`src/rtl/p2par_pkg.sv`:
```
// Shared constants and unit handshake types for the pixel-to-picture aspect ratio block.
// Used by the GCD unit, the divider and the top-level sequencer. No dependencies.
package p2par_pkg;

    localparam int DATA_W     = 32;               // working width of all ratio members
    localparam int FIELD_W    = 31;               // width of each input field
    localparam int LIMIT_BITS = 16;               // members are halved until they fit here
    localparam int PROD_W     = 2 * LIMIT_BITS;   // full width of a crosswise product
    localparam int SHIFT_W    = $clog2(DATA_W);   // common power-of-two count in the GCD

    typedef struct packed {
        logic              start;
        logic [DATA_W-1:0] a;
        logic [DATA_W-1:0] b;
    } gcd_req_t;

    typedef struct packed {
        logic              done;
        logic [DATA_W-1:0] g;
    } gcd_rsp_t;

    typedef struct packed {
        logic              start;
        logic [DATA_W-1:0] num;
        logic [DATA_W-1:0] den;
    } div_req_t;

    typedef struct packed {
        logic              done;
        logic [DATA_W-1:0] quo;
    } div_rsp_t;

endpackage

```
`src/rtl/p2par_gcd.sv`:
```
// Iterative binary GCD unit: one shift or one subtract-and-shift per cycle.
// Depends on p2par_pkg. GCD(a,0) = a and GCD(0,0) = 0.
module p2par_gcd (
    input  logic                aclk,
    input  logic                aresetn,
    input  p2par_pkg::gcd_req_t req,
    output p2par_pkg::gcd_rsp_t rsp
);

    logic [p2par_pkg::DATA_W-1:0]  a_reg, a_next;
    logic [p2par_pkg::DATA_W-1:0]  b_reg, b_next;
    logic [p2par_pkg::SHIFT_W-1:0] k_reg, k_next;
    logic [p2par_pkg::DATA_W-1:0]  g_reg, g_next;
    logic                          busy_reg, busy_next;
    logic                          done_reg, done_next;
    logic [p2par_pkg::DATA_W-1:0]  big, little, diff;

    always_comb begin
        big    = (a_reg >= b_reg) ? a_reg : b_reg;
        little = (a_reg >= b_reg) ? b_reg : a_reg;
        diff   = big - little;

        a_next    = a_reg;
        b_next    = b_reg;
        k_next    = k_reg;
        g_next    = g_reg;
        busy_next = busy_reg;
        done_next = 1'b0;

        if (req.start) begin
            a_next    = req.a;
            b_next    = req.b;
            k_next    = '0;
            busy_next = 1'b1;
        end else if (busy_reg) begin
            priority if (a_reg == '0) begin
                g_next    = b_reg << k_reg;
                busy_next = 1'b0;
                done_next = 1'b1;
            end else if (b_reg == '0) begin
                g_next    = a_reg << k_reg;
                busy_next = 1'b0;
                done_next = 1'b1;
            end else if (!a_reg[0] && !b_reg[0]) begin
                // common factor of two: pull it out and count it
                a_next = a_reg >> 1;
                b_next = b_reg >> 1;
                k_next = k_reg + 1'b1;
            end else if (!a_reg[0]) begin
                a_next = a_reg >> 1;
            end else if (!b_reg[0]) begin
                b_next = b_reg >> 1;
            end else begin
                // both odd: difference is even, replace the larger one
                if (a_reg >= b_reg) begin
                    a_next = diff >> 1;
                end else begin
                    b_next = diff >> 1;
                end
            end
        end
    end

    always_ff @(posedge aclk) begin
        if (!aresetn) begin
            busy_reg <= 1'b0;
            done_reg <= 1'b0;
        end else begin
            busy_reg <= busy_next;
            done_reg <= done_next;
        end
        a_reg <= a_next;
        b_reg <= b_next;
        k_reg <= k_next;
        g_reg <= g_next;
    end

    assign rsp.done = done_reg;
    assign rsp.g    = g_reg;

endmodule

```
`src/rtl/p2par_div.sv`:
```
// Restoring radix-2 divider: one quotient bit per cycle.
// Depends on p2par_pkg. The divisor must be nonzero.
module p2par_div (
    input  logic                aclk,
    input  logic                aresetn,
    input  p2par_pkg::div_req_t req,
    output p2par_pkg::div_rsp_t rsp
);

    logic [p2par_pkg::DATA_W-1:0]   rem_reg, rem_next;
    logic [p2par_pkg::DATA_W-1:0]   quo_reg, quo_next;
    logic [p2par_pkg::DATA_W-1:0]   den_reg, den_next;
    logic [p2par_pkg::SHIFT_W-1:0]  cnt_reg, cnt_next;
    logic                           busy_reg, busy_next;
    logic                           done_reg, done_next;
    logic [p2par_pkg::DATA_W:0]     trial;
    logic [p2par_pkg::DATA_W:0]     sub;

    always_comb begin
        trial = {rem_reg, quo_reg[p2par_pkg::DATA_W-1]};
        sub   = trial - {1'b0, den_reg};

        rem_next  = rem_reg;
        quo_next  = quo_reg;
        den_next  = den_reg;
        cnt_next  = cnt_reg;
        busy_next = busy_reg;
        done_next = 1'b0;

        if (req.start) begin
            rem_next  = '0;
            quo_next  = req.num;
            den_next  = req.den;
            cnt_next  = '0;
            busy_next = 1'b1;
        end else if (busy_reg) begin
            // dividend bits shift out of the top of quo_reg as quotient bits shift in
            if (!sub[p2par_pkg::DATA_W]) begin
                rem_next = sub[p2par_pkg::DATA_W-1:0];
                quo_next = {quo_reg[p2par_pkg::DATA_W-2:0], 1'b1};
            end else begin
                rem_next = trial[p2par_pkg::DATA_W-1:0];
                quo_next = {quo_reg[p2par_pkg::DATA_W-2:0], 1'b0};
            end
            cnt_next = cnt_reg + 1'b1;
            if (cnt_reg == '1) begin
                busy_next = 1'b0;
                done_next = 1'b1;
            end
        end
    end

    always_ff @(posedge aclk) begin
        if (!aresetn) begin
            busy_reg <= 1'b0;
            done_reg <= 1'b0;
        end else begin
            busy_reg <= busy_next;
            done_reg <= done_next;
        end
        rem_reg <= rem_next;
        quo_reg <= quo_next;
        den_reg <= den_next;
        cnt_reg <= cnt_next;
    end

    assign rsp.done = done_reg;
    assign rsp.quo  = quo_reg;

endmodule

```
`src/rtl/pixel_to_picture_aspect_ratio_top.sv`:
```
// Pixel aspect ratio to picture aspect ratio: sequencer around a shared GCD unit,
// a shared divider and one narrow multiplier. Depends on p2par_pkg, p2par_gcd, p2par_div.
//
// Each input transaction (frame width, frame height, pixel ratio x:y) yields one
// output transaction with the picture aspect ratio in lowest terms; any zero input
// gives 0:0. The block takes one item at a time and holds s_tready low until the result
// has moved into the output register, which can still be waiting on m_tready while the
// next item is accepted. An item passes three reductions, each a binary GCD (one step
// per cycle) followed by two divisions on the shared divider, plus halving in S_LIMIT
// and the two multiplies in S_MULX and S_MULY.
module pixel_to_picture_aspect_ratio_top (
    input  logic         aclk,
    input  logic         aresetn,
    input  logic         s_tvalid,
    output logic         s_tready,
    // [30:0] frame_width, [61:31] frame_height, [92:62] pixel_ratio_x,
    // [123:93] pixel_ratio_y, [127:124] zero
    input  logic [127:0] s_tdata,
    output logic         m_tvalid,
    input  logic         m_tready,
    // [31:0] picture_ratio_x, [63:32] picture_ratio_y
    output logic [63:0]  m_tdata
);

    localparam int DataW  = p2par_pkg::DATA_W;
    localparam int FieldW = p2par_pkg::FIELD_W;
    localparam int LimW   = p2par_pkg::LIMIT_BITS;
    localparam int ProdW  = p2par_pkg::PROD_W;

    localparam logic [1:0] PASS_FRAME   = 2'd0;
    localparam logic [1:0] PASS_PIXEL   = 2'd1;
    localparam logic [1:0] PASS_PICTURE = 2'd2;

    typedef enum logic [9:0] {
        S_IDLE   = 10'b00_0000_0001,
        S_GSTART = 10'b00_0000_0010,
        S_GWAIT  = 10'b00_0000_0100,
        S_DSTART = 10'b00_0000_1000,
        S_DIVA   = 10'b00_0001_0000,
        S_DIVB   = 10'b00_0010_0000,
        S_LIMIT  = 10'b00_0100_0000,
        S_MULX   = 10'b00_1000_0000,
        S_MULY   = 10'b01_0000_0000,
        S_OUT    = 10'b10_0000_0000
    } state_t;

    state_t              state_reg, state_next;
    logic [1:0]          pass_reg, pass_next;
    logic [DataW-1:0]    w_reg, w_next;
    logic [DataW-1:0]    h_reg, h_next;
    logic [DataW-1:0]    px_reg, px_next;
    logic [DataW-1:0]    py_reg, py_next;
    logic [DataW-1:0]    g_reg, g_next;
    logic                m_tvalid_reg, m_tvalid_next;
    logic [63:0]         m_tdata_reg, m_tdata_next;

    p2par_pkg::gcd_req_t gcd_req;
    p2par_pkg::gcd_rsp_t gcd_rsp;
    p2par_pkg::div_req_t div_req;
    p2par_pkg::div_rsp_t div_rsp;

    logic [FieldW-1:0]   in_w, in_h, in_px, in_py;
    logic                in_zero;
    logic                s_accept;
    logic                out_free;
    logic [DataW-1:0]    pair_a, pair_b;
    logic                wh_over, pp_over;
    logic [LimW-1:0]     mul_a, mul_b;
    logic [ProdW-1:0]    prod;
    logic [DataW-1:0]    prod_lo;

    assign in_w  = s_tdata[FieldW-1:0];
    assign in_h  = s_tdata[2*FieldW-1:FieldW];
    assign in_px = s_tdata[3*FieldW-1:2*FieldW];
    assign in_py = s_tdata[4*FieldW-1:3*FieldW];
    assign in_zero = (in_w == '0) || (in_h == '0) || (in_px == '0) || (in_py == '0);

    assign s_tready = (state_reg == S_IDLE);
    assign s_accept = s_tvalid && s_tready;
    assign out_free = !m_tvalid_reg || m_tready;

    // pixel pass works on x:y, the frame and picture passes on the w:h registers
    assign pair_a = (pass_reg == PASS_PIXEL) ? px_reg : w_reg;
    assign pair_b = (pass_reg == PASS_PIXEL) ? py_reg : h_reg;

    assign wh_over = (w_reg[DataW-1:LimW] != '0) || (h_reg[DataW-1:LimW] != '0);
    assign pp_over = (px_reg[DataW-1:LimW] != '0) || (py_reg[DataW-1:LimW] != '0);

    assign mul_a   = (state_reg == S_MULY) ? py_reg[LimW-1:0] : px_reg[LimW-1:0];
    assign mul_b   = (state_reg == S_MULY) ? h_reg[LimW-1:0] : w_reg[LimW-1:0];
    assign prod    = ProdW'(mul_a) * ProdW'(mul_b);
    assign prod_lo = DataW'(prod);

    always_comb begin
        gcd_req.start = (state_reg == S_GSTART);
        gcd_req.a     = pair_a;
        gcd_req.b     = pair_b;

        div_req.start = (state_reg == S_DSTART) || ((state_reg == S_DIVA) && div_rsp.done);
        div_req.num   = (state_reg == S_DSTART) ? pair_a : pair_b;
        div_req.den   = g_reg;
    end

    p2par_gcd u_gcd (
        .aclk    (aclk),
        .aresetn (aresetn),
        .req     (gcd_req),
        .rsp     (gcd_rsp)
    );

    p2par_div u_div (
        .aclk    (aclk),
        .aresetn (aresetn),
        .req     (div_req),
        .rsp     (div_rsp)
    );

    always_comb begin
        state_next    = state_reg;
        pass_next     = pass_reg;
        w_next        = w_reg;
        h_next        = h_reg;
        px_next       = px_reg;
        py_next       = py_reg;
        g_next        = g_reg;
        m_tvalid_next = m_tvalid_reg;
        m_tdata_next  = m_tdata_reg;

        if (m_tvalid_reg && m_tready) begin
            m_tvalid_next = 1'b0;
        end

        unique case (state_reg)
            S_IDLE: begin
                if (s_accept) begin
                    pass_next = PASS_FRAME;
                    px_next   = DataW'(in_px);
                    py_next   = DataW'(in_py);
                    if (in_zero) begin
                        w_next     = '0;
                        h_next     = '0;
                        state_next = S_OUT;
                    end else begin
                        w_next     = DataW'(in_w);
                        h_next     = DataW'(in_h);
                        state_next = S_GSTART;
                    end
                end
            end
            S_GSTART: begin
                state_next = S_GWAIT;
            end
            S_GWAIT: begin
                if (gcd_rsp.done) begin
                    g_next = gcd_rsp.g;
                    // zero GCD only when both products are zero: pass 0:0 on
                    state_next = (gcd_rsp.g == '0) ? S_OUT : S_DSTART;
                end
            end
            S_DSTART: begin
                state_next = S_DIVA;
            end
            S_DIVA: begin
                if (div_rsp.done) begin
                    if (pass_reg == PASS_PIXEL) begin
                        px_next = div_rsp.quo;
                    end else begin
                        w_next = div_rsp.quo;
                    end
                    state_next = S_DIVB;
                end
            end
            S_DIVB: begin
                if (div_rsp.done) begin
                    if (pass_reg == PASS_PIXEL) begin
                        py_next = div_rsp.quo;
                    end else begin
                        h_next = div_rsp.quo;
                    end
                    priority case (pass_reg)
                        PASS_FRAME: begin
                            pass_next  = PASS_PIXEL;
                            state_next = S_GSTART;
                        end
                        PASS_PIXEL: state_next = S_LIMIT;
                        default:    state_next = S_OUT;
                    endcase
                end
            end
            S_LIMIT: begin
                // halve each pair together until both members fit
                if (wh_over) begin
                    w_next = w_reg >> 1;
                    h_next = h_reg >> 1;
                end
                if (pp_over) begin
                    px_next = px_reg >> 1;
                    py_next = py_reg >> 1;
                end
                if (!wh_over && !pp_over) begin
                    state_next = S_MULX;
                end
            end
            S_MULX: begin
                w_next     = prod_lo;
                state_next = S_MULY;
            end
            S_MULY: begin
                h_next     = prod_lo;
                pass_next  = PASS_PICTURE;
                state_next = S_GSTART;
            end
            S_OUT: begin
                if (out_free) begin
                    m_tvalid_next = 1'b1;
                    m_tdata_next  = {h_reg, w_reg};
                    state_next    = S_IDLE;
                end
            end
            default: begin
                state_next = S_IDLE;
            end
        endcase
    end

    always_ff @(posedge aclk) begin
        if (!aresetn) begin
            state_reg    <= S_IDLE;
            pass_reg     <= PASS_FRAME;
            m_tvalid_reg <= 1'b0;
        end else begin
            state_reg    <= state_next;
            pass_reg     <= pass_next;
            m_tvalid_reg <= m_tvalid_next;
        end
        w_reg       <= w_next;
        h_reg       <= h_next;
        px_reg      <= px_next;
        py_reg      <= py_next;
        g_reg       <= g_next;
        m_tdata_reg <= m_tdata_next;
    end

    assign m_tvalid = m_tvalid_reg;
    assign m_tdata  = m_tdata_reg;

    // one item at a time: an accepted transaction closes the input side
    a_accept_closes: assert property (@(posedge aclk) disable iff (!aresetn)
        s_tvalid && s_tready |=> !s_tready)
        else $error("input accepted while an item is in flight");

    // a zero member skips the arithmetic and goes straight to the output stage
    a_zero_shortcut: assert property (@(posedge aclk) disable iff (!aresetn)
        s_tvalid && s_tready && in_zero |=> state_reg == S_OUT)
        else $error("zero input did not take the short path");

    // a new result appears only from the output stage
    a_result_source: assert property (@(posedge aclk) disable iff (!aresetn)
        $rose(m_tvalid) |-> $past(state_reg == S_OUT))
        else $error("result raised outside the output stage");

    // the two shared units are never started in the same cycle
    a_unit_start: assert property (@(posedge aclk) disable iff (!aresetn)
        !(gcd_req.start && div_req.start))
        else $error("GCD and divider started together");

endmodule
```
`config.mk`:
```
export PLATFORM = sky130hd
export DESIGN_NAME = pixel_to_picture_aspect_ratio_top
export DESIGN_NICKNAME = d
export VERILOG_FILES = /design/src/rtl/p2par_pkg.sv /design/src/rtl/p2par_gcd.sv /design/src/rtl/p2par_div.sv /design/src/rtl/pixel_to_picture_aspect_ratio_top.sv
export SDC_FILE = /design/constraint.sdc
export NUM_CORES = 2
export LEC_CHECK = 0
export ABC_AREA = 1
export BUFFER_PORTS_ARGS = -buffer_cell sky130_fd_sc_hd__buf_2
export CAP_MARGIN = 20
export CORE_MARGIN = 2
export CORE_UTILIZATION = 30
export DETAILED_ROUTE_END_ITERATION = 8
export HOLD_SLACK_MARGIN = 0.02
export SETUP_SLACK_MARGIN = 0.4
export SYNTH_ARGS = -nofsm -noshare
export SYNTH_HDL_FRONTEND = slang
export SYNTH_HIERARCHICAL = 1
export SYNTH_SLANG_ARGS = --single-unit
```
`constraint.sdc`:
```
create_clock -name aclk -period 5.8 [get_ports aclk]
set_input_delay 1.16 -clock aclk [delete_from_list [all_inputs] [get_ports aclk]]
set_output_delay 1.16 -clock aclk [all_outputs]
set_load 0.1 [all_outputs]
```
# After elaboration in Yosys (flattened, before gate mapping)
# Index checks and enable logic that the tools add are counted.
# W data, S select, Z words.
# totals
regBits	443
word_cells	195
inputBits	132
# classes
eq_ne	30
mul	1
n_bitwise	6
n_addsub	4
reduce_logical	54
order_cmp	1
mux	74
shifts	2
# ops
cell	count
$mux W32	38
$pmux W32 S4	2
$pmux W32 S3	2
$logic_not A31 Y1	4
$pmux W10 S10	1
$logic_not A32 Y1	3
$mux W10	8
$reduce_bool A16 Y1	4
$shl A32 B5 Y32	2
$mux W31	2
$sub A33 B32 Y33	1
$ge A32 B32 Y1	1
$mul A16 B16 Y32	1
$mux W16	2
$sub A32 B32 Y32	1
$reduce_and A5 Y1	6
$ne A2 B2 Y1 const B	11
$pmux W10 S2	1
$mux W1	14
$ne A4 B4 Y1 const B	3
$reduce_and A4 Y1	3
$reduce_bool A3 Y1	4
$add A5 B1 Y5 const B	2
$eq A10 B1 Y1 const B	1
25 further kinds	55

# Longest topological paths before layout
# depth
word_depth	11
mapped_depth	34
mapped_depth_nobuf	32

# By module
# Netlist, hierarchy kept.
# modules_own_cells
module	area_each_um2	seq_area_each_um2	instances	cells_each
pixel_to_picture_aspect_ratio_top	21685.8	6986.7	1	2643
p2par_gcd	9821.9	3022.9	1	1571
p2par_div	6891.6	2702.6	1	1028

# Worst setup path after synthesis
# OpenSTA, ideal clock, no wires.
# synth_timing
kind	flip-flop to flip-flop
start	reg state_reg[4]
end	reg w_reg[31] (data pin)
arrival_ns	5.779
setup_time_ns	0.254
path_slack_ns	-0.232
path_stages_with_launch	29
period_less_slack_ns	6.032
cell_sequence	dfxtp_1 > nor2_1 > nand2_2 > nor2_4 > nand3_4 > buf_6 > buf_6 > o21ai_4 > buf_4 > nor2_1 > fa_1 > inv_1 > fa_1 > inv_1 > fa_1 > fa_1 > fa_1 > inv_1 > fa_1 > inv_1 > ha_1 > a21oi_1 > nand2_1 > a21oi_1 > nor2_1 > nor2_1 > nand3b_1 > nand3_1 > nand2_1
# synth_between
elab_chain_len	4
elab_cells_between_ends	9
cone_classes	1 x mul; 5 x eq/ne; 3 x mux
# synth_rtl
item	line	source
start, declared	pixel_to_picture_aspect_ratio_top.sv:47	state_t state_reg, state_next;
start signal, assigned	pixel_to_picture_aspect_ratio_top.sv:232	state_reg <= state_next;
$eq A10 B9 Y1	pixel_to_picture_aspect_ratio_top.sv:89, pixel_to_picture_aspect_ratio_top.sv:90	
$mux W16 (on tied branches)	pixel_to_picture_aspect_ratio_top.sv:89, pixel_to_picture_aspect_ratio_top.sv:90	
$mul A16 B16 Y32	pixel_to_picture_aspect_ratio_top.sv:91	assign prod = ProdW'(mul_a) * ProdW'(mul_b);
$pmux W32 S4 *	pixel_to_picture_aspect_ratio_top.sv:133	unique case (state_reg)
end signal, assigned	pixel_to_picture_aspect_ratio_top.sv:236	w_reg <= w_next;
end, declared	pixel_to_picture_aspect_ratio_top.sv:49	logic [DataW-1:0] w_reg, w_next;
# Every way passes the cells marked *; elsewhere a longest branch is shown, timed or not.
# A chain may end at the register's enable or synchronous reset.

# Worst setup path in the final report
# layout_timing
start	reg state_reg[2]
end	reg w_reg[23] (data pin)
# layout_between
elab_chain_len	4
elab_cells_between_ends	9
cone_classes	1 x mul; 5 x eq/ne; 3 x mux
# layout_rtl
item	line
$eq A10 B9 Y1	pixel_to_picture_aspect_ratio_top.sv:89, pixel_to_picture_aspect_ratio_top.sv:90
$mux W16 (on tied branches)	pixel_to_picture_aspect_ratio_top.sv:89, pixel_to_picture_aspect_ratio_top.sv:90
$mul A16 B16 Y32	pixel_to_picture_aspect_ratio_top.sv:91
$pmux W32 S4 *	pixel_to_picture_aspect_ratio_top.sv:133
named net w_next[23]	pixel_to_picture_aspect_ratio_top.sv:49
# The timed path passes the listed nets; every way through them passes the cells marked *.

==> flow_summary_export.csv <==
group,metric,value,unit
run_status,run_status,"finished, violations left",
run_status,violations,"negative setup slack",
detailed_routing,avgRoutedWirePerCell,19.4,microns
synthesis,synth_warnings,6,
detailed_routing,drtAntennaViolNets,0,
cts,clockBufferDepth,3,
global_routing,antenna_found_initial,7,
synthesis,synth-async-reset-ratio,0,
sta,slew_headroom,0.362,
cts,clkTransAtPathRegs,0.06,ns
synthesis,syn_area,38400,sq um
cts,h-tree-depth,2,
synthesis,synth_enable_flop_cells,384,
global_routing,overflow,0,
sta,rsz0062_at_grt,"yes",
die,die_w,362,microns
global_routing,grt_pass1_wl,215,mm
global_routing,grt_max_degree,74,
setup_path,crit_path_max_fanout,8,
sta,setup_slack,-0.658,ns
synthesis,syn-num-nets,5742,
sta,timing.final.crit_share,1.11,
placed_design,place_hpwl,115,mm
placed_design,gp_congestion,1.02,
synthesis,ys_ff_latch,443,
detailed_routing,firstDrtPassIters,6,
global_routing,grt_pass1_vias,34772,
cts,clock-sinks,443,
setup_path,cpMaxStageDelayCell,"fa_2",
cts,cts_tree,"yes",
die,fp-row-count,131,
sta,finClkSkew,0.0359,ns
sta,finalHoldViolCount,0,
finish,fin_nets,6135,
sta,setup_viol,46,
setup_path,crit_path_start_kind,"flop",
finish,area_delta_synth_final,21.3,%
die,start_util,0.302,
setup_path,critical_path_class,"flop to flop",
finish,final_util,0.366,
detailed_routing,drc,0,
cts,cts_buffers,54,
sta,drv_slew,0,
setup_path,cp.required,6.21,ns
run,maxCapViolCount,0,
sta,finalCriticalPeriod,6.46,ns
setup_path,crit_top_cell,"fa_1",
detailed_routing,avgViaCountPerCell,4.97,
die,dieHeight,362,microns
setup_path,arrival,6.87,ns
worst_hold_path,hold_class,"flop to flop",
setup_path,path_delay_family,"adder cells",
synthesis,syn_inst,5242,
die,ios,198,
sta,tightest_slew,0.958,ns
synthesis,seq_area_frac_synth,0.331,
detailed_routing,dr_total_vias,36528,
synthesis,synthFlopType,"edfxtp_1",
cts,ctsHoldBuffers,0,
detailed_routing,totalWireLength,143,mm
synthesis,syn_area_per_cell,7.33,sq um
finish,layout-drive-gt1-share,0.180,
die,die_area,131000,sq um
setup_path,slowest_delay,0.56,ns
setup_path,cp-end-kind,"flop",
synthesis,yosysUniqueCellTypes,58,
cts,root_buffer,"clkbuf_16",
detailed_routing,drt_iter0_drc,3920,
setup_path,cp_num_buf_inv,9,
die,core_area,127000,sq um
finish,largest_reg_flops,64,
sta,fmax,0.155,GHz
cts,clk_latency,0.66,ns
global_routing,grt_util_all_layers,0.214,
placed_design,io_buffers,193,
[layout by cell type, fill, tap and decap left out, types with 28 or more instances in the layout]
| cell type | n |
|---|---|
| nand3_1 | 290 |
| buf_2 | 193 |
| buf_6 | 35 |
| nand2_1 | 1564 |
| nand2_2 | 78 |
| o211ai_1 | 28 |
| buf_4 | 256 |
| dfxtp_1 | 51 |
| ha_1 | 145 |
| nand4_1 | 43 |
| nor3_1 | 31 |
| nand3b_1 | 30 |
| a22oi_1 | 45 |
| inv_1 | 771 |
| clkbuf_16 | 55 |
| fa_1 | 180 |
| nor2_1 | 506 |
| o21ai_0 | 173 |
| inv_2 | 75 |
| a21oi_1 | 233 |
| nor2_2 | 41 |
| edfxtp_1 | 384 |
[cell type report]
class                   instances  area (sq um)
diodes                          2          5.00
clock buffers                  68          1440
clock inverters                32           343
fillers                     13157         80800
inverters                     867          3320
multi-input cells            3758         22900
flip-flops and latches        443         12700
well taps                    1662          2080
repair buffers                509          3810
repair inverters                2          16.3
[per-stage QoR]
step	hold slack, ns	area, sq um	TNS (ns)	setup slack, ns	cells
2_1_floorplan	0.400	38700	-0.455	-0.0392	5242
3_3_place_gp	0.404	43300	-27.07	-0.767	7208
3_5_place_dp	0.405	43300	-28.41	-0.749	7208
4_1_cts	0.398	46100	-22.32	-0.646	7329
5_1_grt	0.403	46600	-33.61	-0.866	7341
6_report	0.399	46600	-22.96	-0.658	7343
[Yosys cell counts (8+ instances only)]
| master | instances | area (sq um) |
|---|---|---|
| nand2_1 | 1634 | 6130 |
| inv_1 | 815 | 3060 |
| nor2_1 | 543 | 2040 |
| edfxtp_1 | 384 | 11500 |
| nand3_1 | 307 | 1540 |
| a21oi_1 | 253 | 1270 |
| fa_1 | 195 | 3900 |
| o21ai_0 | 182 | 911 |
| ha_1 | 173 | 2160 |
| clkbuf_1 | 93 | 349 |
| dfxtp_1 | 59 | 1180 |
| inv_2 | 49 | 184 |
| a22oi_1 | 45 | 338 |
| nand4_1 | 43 | 269 |
| buf_2 | 42 | 210 |
| nor3_1 | 39 | 195 |
| nand2_2 | 30 | 188 |
| nand3b_1 | 30 | 225 |
| o211ai_1 | 28 | 210 |
| o21a_1 | 23 | 173 |
| xor2_1 | 23 | 201 |
| xnor2_1 | 19 | 166 |
| and2_1 | 18 | 113 |
| nor2_2 | 18 | 113 |
| o21ai_4 | 18 | 293 |
| buf_4 | 16 | 120 |
| o21ai_2 | 14 | 123 |
| or2_2 | 14 | 87.6 |
| buf_6 | 13 | 146 |
| o21ai_1 | 13 | 65.1 |
| a221oi_1 | 11 | 96.3 |
| nor4_1 | 11 | 68.8 |
| a31oi_1 | 10 | 62.6 |
| buf_1 | 8 | 30.0 |
| o221ai_1 | 8 | 70.1 |
[worst paths after layout]
kind                 from               end  slack (ns)  depth (start not counted)
min              g_reg[8]  u_div/den_reg[8]        0.40                          0
min reg2reg      g_reg[8]  u_div/den_reg[8]        0.40                          0
max          state_reg[2]         w_reg[23]       -0.66                         30
max reg2reg  state_reg[2]         w_reg[23]       -0.66                         30
[cells by family after synthesis]
group / Yosys count / synth area share
multiplexers: 5 / 0.00130
AO/OA/AOI/OAI: 631 / 0.0996
flip-flops: 443 / 0.331
adder cells (fa/ha/maj): 368 / 0.158
buffers and inverters: 1041 / 0.108
XOR/XNOR: 42 / 0.00958
AND/OR/NAND/NOR: 2712 / 0.292
[routing by layer]
metal	GRT usage	wire length (microns)	up-vias
met5	0	25	-
met4	0.0452	3310	6
met3	0.0513	13600	166
met1	0.308	64600	17366
met2	0.324	61000	1526
li1	-	-	17464
[what timing repair did]
item,in CTS,in global routing
pin swaps,29,18
gates cloned,3,0
hold endpoints to repair,0,0
setup endpoints to repair,51,51
buffers inserted,18,8
gates resized for setup,209,88
Power is not shown: default switching activity piles up to over one toggle a cycle in this logic, so the estimate is an artifact.
